--- config.mk ---
export PLATFORM = sky130hd
export DESIGN_NAME = utf8_decode_classify_core
export DESIGN_NICKNAME = d
export VERILOG_FILES = /design/src/rtl/u8dc_pkg.sv /design/src/rtl/u8dc_decode.sv /design/src/rtl/u8dc_classify.sv /design/src/rtl/utf8_decode_classify_core.sv
export VERILOG_INCLUDE_DIRS = /design/src /design/src/rtl
export SDC_FILE = /design/constraint.sdc
export NUM_CORES = 1
export LEC_CHECK = 0
export BUFFER_PORTS_ARGS = -buffer_cell sky130_fd_sc_hd__buf_2
export CAP_MARGIN = 20
export CORE_ASPECT_RATIO = 0.5
export CORE_MARGIN = 5
export CORE_UTILIZATION = 56
export DETAILED_ROUTE_END_ITERATION = 6
export HOLD_SLACK_MARGIN = 0.05
export PLACE_DENSITY = 0.88
export SLEW_MARGIN = 20
export SYNTH_ARGS = -nofsm -noshare
export SYNTH_HDL_FRONTEND = slang
export SYNTH_HIERARCHICAL = 1
export SYNTH_SLANG_ARGS = --single-unit
--- constraint.sdc ---
create_clock -name i_clk -period 3.5 [get_ports i_clk]
set_input_delay 0.175 -clock i_clk [delete_from_list [all_inputs] [get_ports i_clk]]
set_output_delay 0.175 -clock i_clk [all_outputs]
set_load 0.02 [all_outputs]
--- src/rtl/utf8_decode_classify_core_macros.svh ---
// Assertion helpers for the UTF-8 decode and classify block.
`ifndef UTF8_DECODE_CLASSIFY_CORE_MACROS_SVH
`define UTF8_DECODE_CLASSIFY_CORE_MACROS_SVH

// Same-cycle implication, checked outside reset.
`define U8DC_ASSERT_NOW(lbl, clk, rst_n, ante, cons) \
    lbl: assert property (@(posedge clk) disable iff (!(rst_n)) (ante) |-> (cons)) \
        else $error("u8dc same-cycle check failed");

// Next-cycle implication, checked outside reset.
`define U8DC_ASSERT_NEXT(lbl, clk, rst_n, ante, cons) \
    lbl: assert property (@(posedge clk) disable iff (!(rst_n)) (ante) |=> (cons)) \
        else $error("u8dc next-cycle check failed");

`endif

--- src/rtl/u8dc_pkg.sv ---
`default_nettype none
package u8dc_pkg;

    localparam int unsigned BYTE_W = 8;
    localparam int unsigned CP_W   = 21;
    localparam int unsigned PEND_W = 2;
    localparam int unsigned SC_W   = 2;

    // Script class codes
    localparam logic [SC_W-1:0] SC_LATIN    = 2'd0;
    localparam logic [SC_W-1:0] SC_ARABIC   = 2'd1;
    localparam logic [SC_W-1:0] SC_HEBREW   = 2'd2;
    localparam logic [SC_W-1:0] SC_CYRILLIC = 2'd3;

    // Lead byte patterns
    localparam logic [BYTE_W-1:0] LEAD2_MASK = 8'hE0;
    localparam logic [BYTE_W-1:0] LEAD2_VAL  = 8'hC0;
    localparam logic [BYTE_W-1:0] LEAD3_MASK = 8'hF0;
    localparam logic [BYTE_W-1:0] LEAD3_VAL  = 8'hE0;
    localparam logic [BYTE_W-1:0] LEAD4_MASK = 8'hF8;
    localparam logic [BYTE_W-1:0] LEAD4_VAL  = 8'hF0;

    // Range bounds
    localparam logic [CP_W-1:0] HEB_LO  = 21'h000590;
    localparam logic [CP_W-1:0] HEB_HI  = 21'h0005FF;
    localparam logic [CP_W-1:0] ARA1_LO = 21'h000600;
    localparam logic [CP_W-1:0] ARA1_HI = 21'h0006FF;
    localparam logic [CP_W-1:0] ARA2_LO = 21'h000750;
    localparam logic [CP_W-1:0] ARA2_HI = 21'h00077F;
    localparam logic [CP_W-1:0] ARA3_LO = 21'h0008A0;
    localparam logic [CP_W-1:0] ARA3_HI = 21'h0008FF;
    localparam logic [CP_W-1:0] CYR_LO  = 21'h000400;
    localparam logic [CP_W-1:0] CYR_HI  = 21'h0004FF;

    // Decoder output toward the classify/output stage
    typedef struct packed {
        logic            emit;
        logic [CP_W-1:0] cp;
        logic            last;
    } t_dec_res;

    // Decoder status for checking
    typedef struct packed {
        logic [PEND_W-1:0] pending;
    } t_dec_stat;

endpackage
`default_nettype wire

--- src/rtl/u8dc_decode.sv ---
`default_nettype none
module u8dc_decode
    import u8dc_pkg::*;
(
    input  wire logic              i_clk,
    input  wire logic              i_rst_n,
    input  wire logic              i_adv,
    input  wire logic [BYTE_W-1:0] i_byte,
    input  wire logic              i_last,
    output t_dec_res               o_res,
    output t_dec_stat              o_stat
);

    logic [PEND_W-1:0] r_pending, n_pending;
    logic [CP_W-1:0]   r_partial, n_partial;
    logic [CP_W-1:0]   cont_bits;
    logic [CP_W-1:0]   lead_cp;
    logic              lead_ok;
    t_dec_res          res;

    // Continuation payload placed by bytes still expected
    always_comb begin
        case (r_pending)
            2'd1:    cont_bits = {15'b0, i_byte[5:0]};
            2'd2:    cont_bits = {9'b0, i_byte[5:0], 6'b0};
            default: cont_bits = {3'b0, i_byte[5:0], 12'b0};
        endcase
    end

    // Decode one byte against the pending state
    always_comb begin
        n_pending = r_pending;
        n_partial = r_partial;
        res.emit  = 1'b0;
        res.cp    = '0;
        res.last  = i_last;
        lead_cp   = '0;
        lead_ok   = 1'b1;
        if (r_pending == '0) begin
            if (!i_byte[7]) begin
                res.emit = 1'b1;
                res.cp   = {13'b0, i_byte};
                lead_ok  = 1'b0;
            end else if ((i_byte & LEAD2_MASK) == LEAD2_VAL) begin
                lead_cp   = {10'b0, i_byte[4:0], 6'b0};
                n_pending = 2'd1;
            end else if ((i_byte & LEAD3_MASK) == LEAD3_VAL) begin
                lead_cp   = {5'b0, i_byte[3:0], 12'b0};
                n_pending = 2'd2;
            end else if ((i_byte & LEAD4_MASK) == LEAD4_VAL) begin
                lead_cp   = {i_byte[2:0], 18'b0};
                n_pending = 2'd3;
            end else begin
                // stray or invalid lead gives zero
                res.emit = 1'b1;
                lead_ok  = 1'b0;
            end
            if (lead_ok) begin
                if (i_last) begin
                    res.emit  = 1'b1;
                    res.cp    = lead_cp;
                    n_pending = '0;
                    n_partial = '0;
                end else begin
                    n_partial = lead_cp;
                end
            end
        end else begin
            n_pending = r_pending - 2'd1;
            if (n_pending == '0 || i_last) begin
                res.emit  = 1'b1;
                res.cp    = r_partial | cont_bits;
                n_pending = '0;
                n_partial = '0;
            end else begin
                n_partial = r_partial | cont_bits;
            end
        end
    end

    // State registers
    always_ff @(posedge i_clk) begin
        if (!i_rst_n) begin
            r_pending <= '0;
            r_partial <= '0;
        end else if (i_adv) begin
            r_pending <= n_pending;
            r_partial <= n_partial;
        end
    end

    assign o_res          = res;
    assign o_stat.pending = r_pending;

endmodule
`default_nettype wire

--- src/rtl/u8dc_classify.sv ---
`default_nettype none
module u8dc_classify
    import u8dc_pkg::*;
(
    input  wire logic      i_clk,
    input  wire logic      i_rst_n,
    input  wire logic      i_adv,
    input  wire t_dec_res  i_res,
    input  wire logic      i_m_axis_tready,
    output logic           o_m_axis_tvalid,
    output logic [23:0]    o_m_axis_tdata,
    output logic [3:0]     o_m_axis_tuser,
    output logic           o_m_axis_tlast,
    output logic           o_free
);

    logic              r_valid;
    logic [CP_W-1:0]   r_cp;
    logic [SC_W-1:0]   r_sc;
    logic              r_rtl;
    logic              r_bidi;
    logic              r_last;
    logic [SC_W-1:0]   sc;
    logic              load;

    // Script range lookup
    always_comb begin
        if ((i_res.cp >= ARA1_LO && i_res.cp <= ARA1_HI) ||
            (i_res.cp >= ARA2_LO && i_res.cp <= ARA2_HI) ||
            (i_res.cp >= ARA3_LO && i_res.cp <= ARA3_HI)) begin
            sc = SC_ARABIC;
        end else if (i_res.cp >= HEB_LO && i_res.cp <= HEB_HI) begin
            sc = SC_HEBREW;
        end else if (i_res.cp >= CYR_LO && i_res.cp <= CYR_HI) begin
            sc = SC_CYRILLIC;
        end else begin
            sc = SC_LATIN;
        end
    end

    assign o_free = !r_valid || i_m_axis_tready;
    assign load   = i_adv && i_res.emit;

    // Result valid flag
    always_ff @(posedge i_clk) begin
        if (!i_rst_n) begin
            r_valid <= 1'b0;
        end else if (o_free) begin
            r_valid <= load;
        end
    end

    // Result payload
    always_ff @(posedge i_clk) begin
        if (load) begin
            r_cp   <= i_res.cp;
            r_sc   <= sc;
            r_rtl  <= (sc == SC_ARABIC) || (sc == SC_HEBREW);
            r_bidi <= (i_res.cp >= HEB_LO) && (i_res.cp <= ARA1_HI);
            r_last <= i_res.last;
        end
    end

    assign o_m_axis_tvalid = r_valid;
    assign o_m_axis_tdata  = {3'b0, r_cp};
    assign o_m_axis_tuser  = {r_bidi, r_rtl, r_sc};
    assign o_m_axis_tlast  = r_last;

endmodule
`default_nettype wire

--- src/rtl/utf8_decode_classify_core.sv ---
// Channel  | Dir | tdata bits (low up)      | tuser bits (low up)                | tlast
// s_axis   | in  | text_byte[7:0]           | -                                  | end_of_text
// m_axis   | out | code_point[20:0], 0 pad  | script_class[1:0], rtl[2], bidi[3] | final_point
//
// One byte per clock sustained while the output is not stalled.
// Latency is set by the input register and the result register around the decode logic.
// i_rst_n is synchronous, active low; it clears valids and the pending sequence state.
// A stalled output holds its result; the input register keeps taking bytes while the
// result register is free or being drained in the same cycle.
`default_nettype none
`include "utf8_decode_classify_core_macros.svh"
module utf8_decode_classify_core
    import u8dc_pkg::*;
(
    input  wire logic        i_clk,
    input  wire logic        i_rst_n,
    input  wire logic        i_s_axis_tvalid,
    output logic             o_s_axis_tready,
    input  wire logic [7:0]  i_s_axis_tdata,   // text_byte[7:0]
    input  wire logic        i_s_axis_tlast,
    output logic             o_m_axis_tvalid,
    input  wire logic        i_m_axis_tready,
    output logic [23:0]      o_m_axis_tdata,   // code_point[20:0], zeros[23:21]
    output logic [3:0]       o_m_axis_tuser,   // script_class[1:0], right_to_left, bidi_level
    output logic             o_m_axis_tlast
);

    logic              r_in_valid;
    logic [BYTE_W-1:0] r_in_byte;
    logic              r_in_last;
    logic              out_free;
    logic              adv;
    t_dec_res          dec_res;
    t_dec_stat         dec_stat;
    logic              in_done;
    logic              out_cp_mid;

    assign adv             = r_in_valid && out_free;
    assign o_s_axis_tready = !r_in_valid || out_free;

    // Input register
    always_ff @(posedge i_clk) begin
        if (!i_rst_n) begin
            r_in_valid <= 1'b0;
        end else if (o_s_axis_tready) begin
            r_in_valid <= i_s_axis_tvalid;
        end
    end

    always_ff @(posedge i_clk) begin
        if (o_s_axis_tready && i_s_axis_tvalid) begin
            r_in_byte <= i_s_axis_tdata;
            r_in_last <= i_s_axis_tlast;
        end
    end

    u8dc_decode u_decode (
        .i_clk   (i_clk),
        .i_rst_n (i_rst_n),
        .i_adv   (adv),
        .i_byte  (r_in_byte),
        .i_last  (r_in_last),
        .o_res   (dec_res),
        .o_stat  (dec_stat)
    );

    u8dc_classify u_classify (
        .i_clk           (i_clk),
        .i_rst_n         (i_rst_n),
        .i_adv           (adv),
        .i_res           (dec_res),
        .i_m_axis_tready (i_m_axis_tready),
        .o_m_axis_tvalid (o_m_axis_tvalid),
        .o_m_axis_tdata  (o_m_axis_tdata),
        .o_m_axis_tuser  (o_m_axis_tuser),
        .o_m_axis_tlast  (o_m_axis_tlast),
        .o_free          (out_free)
    );

    // Checks
    assign in_done    = adv && r_in_last;
    assign out_cp_mid = (o_m_axis_tdata[CP_W-1:0] >= HEB_LO) &&
                        (o_m_axis_tdata[CP_W-1:0] <= ARA1_HI);

    `U8DC_ASSERT_NEXT(a_last_clears_state, i_clk, i_rst_n, in_done, dec_stat.pending == '0)
    `U8DC_ASSERT_NEXT(a_last_gives_result, i_clk, i_rst_n, in_done, o_m_axis_tvalid && o_m_axis_tlast)
    `U8DC_ASSERT_NOW(a_bidi_range, i_clk, i_rst_n, o_m_axis_tvalid && o_m_axis_tuser[3], out_cp_mid)

endmodule
`default_nettype wire

==> summary.md <==
Counting flops with a built-in enable in the synthesized netlist gives 35. Setup repair after global routing left no endpoint under its margin. For the required time of the worst setup path, the log shows 3690 ps. The die outline height works out to 59.2 um.

The async set-reset flop share out of synthesis is 0, and the sequential fraction of the synthesis area is 0.573. The critical path's largest stage delay was 560 ps; the insertion delay of the later-clocked pin in the worst-skew pair was 340 ps. The most used flip-flop cell after synthesis is sky130_fd_sc_hd__edfxtp_1. In the final routed layout, each cell accounts on average for 16.4 um. The final layout contains 295 nets. Setup violations remaining at the end of the flow were counted as 0.

The signal on the critical path passes through inv_1, ha_1, o21ba_2, nand2_1, o21ai_1, a22o_1, nand4_1, o21a_1, o22a_1, o22ai_1. For the distinct cell type count of the synthesized netlist, the log shows 52. After synthesis the cells add up to 2710 um^2. The number of primary I/O pins was 44. The fraction of synthesized cell area taken by the top area cell type is 0.388, and the total wire length after detailed routing is 5.74 mm. The logs give 0 for the antenna diode instance count and 0.598 for the initial cell density of the core. The chip width came out at 108 um. The post-detailed-placement half-perimeter wirelength came out at 4.06 mm. The floorplan step defined a die boundary enclosing 6410 um^2.

The region available for standard cell placement spans 4530 um^2. Yosys printed 6 warnings. The worst slew slack as a fraction of its limit is 0.326, and the overall power of the completed layout is 1.66 mW. For the pin with the worst max-slew slack, the measured transition is 1010 ps.

The number of global-route vias before repair was 1927; the via count was 2037. The CTS H-tree depth is 3, and the number of hold-slack violations in the final timing report is 0. The number of antenna violations at the first check in global routing is 0. For the total cell area at the placement stage, the log shows 2890 um^2. The relative area change from synthesis to final layout is 18.8%. Dividing total power by cell area gives a power density of 517 nW/um^2. Of all cell types, the one taking the most synthesized area is sky130_fd_sc_hd__edfxtp_1.

The type of origin of the critical path was a register. The instance count of the mapped netlist came out at 236. Once layout is done, the placed cells without fillers occupy 3220 um^2. In this run the remaining antenna-violating nets after routing total 0. Setup total negative slack on the finished layout was measured at 0 ps. The worst vdd rail ir drop was 0.000582 V; the largest net degree at the start of global routing was 27. The first routing iteration left 201 violations.

The fraction of layout instances using a drive strength above 1 was 0.254. The count of cells in the finished layout, fillers not included, comes to 349. Number of port buffers: 40. The average cell area after synthesis was 11.5 um^2. The worst min-delay path category is in -> reg. The post-detailed-route DRC marker count came out at 0. The clock period minus final worst setup slack is 2950 ps, and the signal arrival time at the worst endpoint is 3140 ps.

The vias per cell works out to 5.84. The tools report the max-cap violation count as 0. The worst setup path is of the reg -> reg kind.

Counting tap cells, the placed design contains a total of 324 instances. The first global-routing pass estimated 9.35 mm of wire. The part of the cycle the worst path needs is 0.844, and the post-CTS setup buffer count is 0.

The total global-route track usage is 0.194. The most frequent standard cell in the layout excluding fill and tap cells is sky130_fd_sc_hd__buf_2. Timing would allow up to 0.339 GHz.

The maximum net fanout on the critical path works out to 19. The root buffer cell chosen for the clock tree is sky130_fd_sc_hd__clkbuf_8. The number of sinks on the clock net came out at 60. Across the routed clock network, the largest skew measured is 8.40 ps. The leakage power figure came out at 1.25 nW.

The run finished with clean final reports. For the first-pass iteration count of the detailed router, the log shows 5. STA classifies the critical path endpoint as a register.

Yosys attributes the largest share of cell area to sky130_fd_sc_hd__edfxtp_1 (39%), sky130_fd_sc_hd__dfxtp_1 (18%), sky130_fd_sc_hd__a22o_1 (8.4%), sky130_fd_sc_hd__nor2_1 (2.9%), sky130_fd_sc_hd__a21oi_1 (1.8%). Summed over all layers, the global routing overflow is 0. The logs give 17 for the number of cell rows and 9 for the number of CTS-inserted buffers. TritonCTS built the clock tree. The critical path buffer and inverter count is 1. The kind of cell adding the most delay to the critical path was compound AO/OA/AOI/OAI gates. The number of max-slew violations in the final report is 0, and the last weighted congestion value of the routability-driven placer is 0.865. The synthesized design contains 60 register bits. The clock passes through at most 2 buffers. In the layout the commonest cells are sky130_fd_sc_hd__buf_2 (40), sky130_fd_sc_hd__edfxtp_1 (35), sky130_fd_sc_hd__a22o_1 (26), sky130_fd_sc_hd__dfxtp_1 (25), sky130_fd_sc_hd__nor2_1 (21). The clock-pin slew of the registers on the worst-case setup and hold paths came out at 70 ps. The cell with the biggest individual delay on the critical path was sky130_fd_sc_hd__o21ba_2.
[tightest hold or removal path, stage by stage]
cell and delay [ps]:
sky130_fd_sc_hd__buf_2 100, sky130_fd_sc_hd__inv_1 60, sky130_fd_sc_hd__a21boi_2 40
[Yosys cell counts, types with 3 or more instances]
| library cell | instances |
|---|---|
| sky130_fd_sc_hd__edfxtp_1 | 35 |
| sky130_fd_sc_hd__a22o_1 | 26 |
| sky130_fd_sc_hd__dfxtp_1 | 25 |
| sky130_fd_sc_hd__nor2_1 | 21 |
| sky130_fd_sc_hd__nand2_1 | 12 |
| sky130_fd_sc_hd__a21oi_1 | 10 |
| sky130_fd_sc_hd__inv_1 | 8 |
| sky130_fd_sc_hd__a31oi_1 | 7 |
| sky130_fd_sc_hd__o21ai_0 | 7 |
| sky130_fd_sc_hd__buf_2 | 6 |
| sky130_fd_sc_hd__buf_4 | 6 |
| sky130_fd_sc_hd__clkbuf_1 | 6 |
| sky130_fd_sc_hd__nand2b_1 | 6 |
| sky130_fd_sc_hd__nand3_1 | 5 |
| sky130_fd_sc_hd__ha_1 | 4 |
| sky130_fd_sc_hd__nand4_1 | 3 |
| sky130_fd_sc_hd__o22ai_1 | 3 |
[metrics by stage]
step | util | hold slack [ps] | setup WS [ps]
floorplan | - | 274 | 1020
global placement | 0.637 | 353 | 879
detailed placement | 0.637 | 354 | 640
CTS | 0.710 | 84.1 | 601
global route | 0.710 | 108 | 323
finish | 0.710 | 92.3 | 546
[final timing paths]
kind	start	to	slack, ps	cells after the start
worst max register to register	u_decode/o_stat[0]	u_classify/r_rtl	550	10
worst max-delay path	u_decode/o_stat[0]	u_classify/r_rtl	550	10
worst min-delay path	i_s_axis_tvalid	r_in_valid	90	3
worst min register to register	u_decode/r_partial[20]	u_decode/r_partial[20]	480	2
[flip-flops by register name (all words and copies together), names as in the netlist]
register	flops
u_classify/r_cp	21
r_in_valid	1
r_in_byte	8
u_decode/r_partial	21
r_in_last	1
u_decode/o_stat	2
u_classify/r_rtl	1
u_classify/o_m_axis_tlast	1
u_classify/r_sc	2
u_classify/r_bidi	1
u_classify/o_m_axis_tvalid	1
[timing repair]
| action | 4_1_cts | 5_1_grt |
|---|---|---|
| endpoints found under the hold margin | 9 | 0 |
| hold buffers | 9 | 0 |
| gates resized for setup | 0 | 0 |
[power by group]
part | internal [mW] | switching [mW]
clock | 0.474 | 0.269
combinational | 0.0451 | 0.0804
sequential | 0.773 | 0.0200
total | 1.29 | 0.370
[layer usage]
metal  vias to the layer above  part of all wire  global-route usage
met5                         -                 0                   0
met4                         0             0.011              0.0683
met3                         7             0.088              0.0588
met2                       111              0.47               0.330
met1                       952              0.43               0.237
li1                        967                 -                   -
[cell type report]
| type | instances | area, um^2 |
|---|---|---|
| clock inverter | 6 | 113 |
| tap | 66 | 82.6 |
| fill | 323 | 1310 |
| inverter | 8 | 30.0 |
| multi-input combinational | 150 | 1020 |
| clock buffer | 10 | 128 |
| timing repair buffer | 49 | 290 |
| sequential | 60 | 1550 |
[cell families after synthesis]
| family | after synthesis | share of synthesized area |
|---|---|---|
| flops | 60 | 0.573 |
| other cells | 1 | 0.00138 |
| compound gates | 73 | 0.209 |
| simple gates | 70 | 0.146 |
| fa+ha+maj | 4 | 0.0185 |
| buf+inv | 28 | 0.0527 |
(Power assumes the default switching activity.)
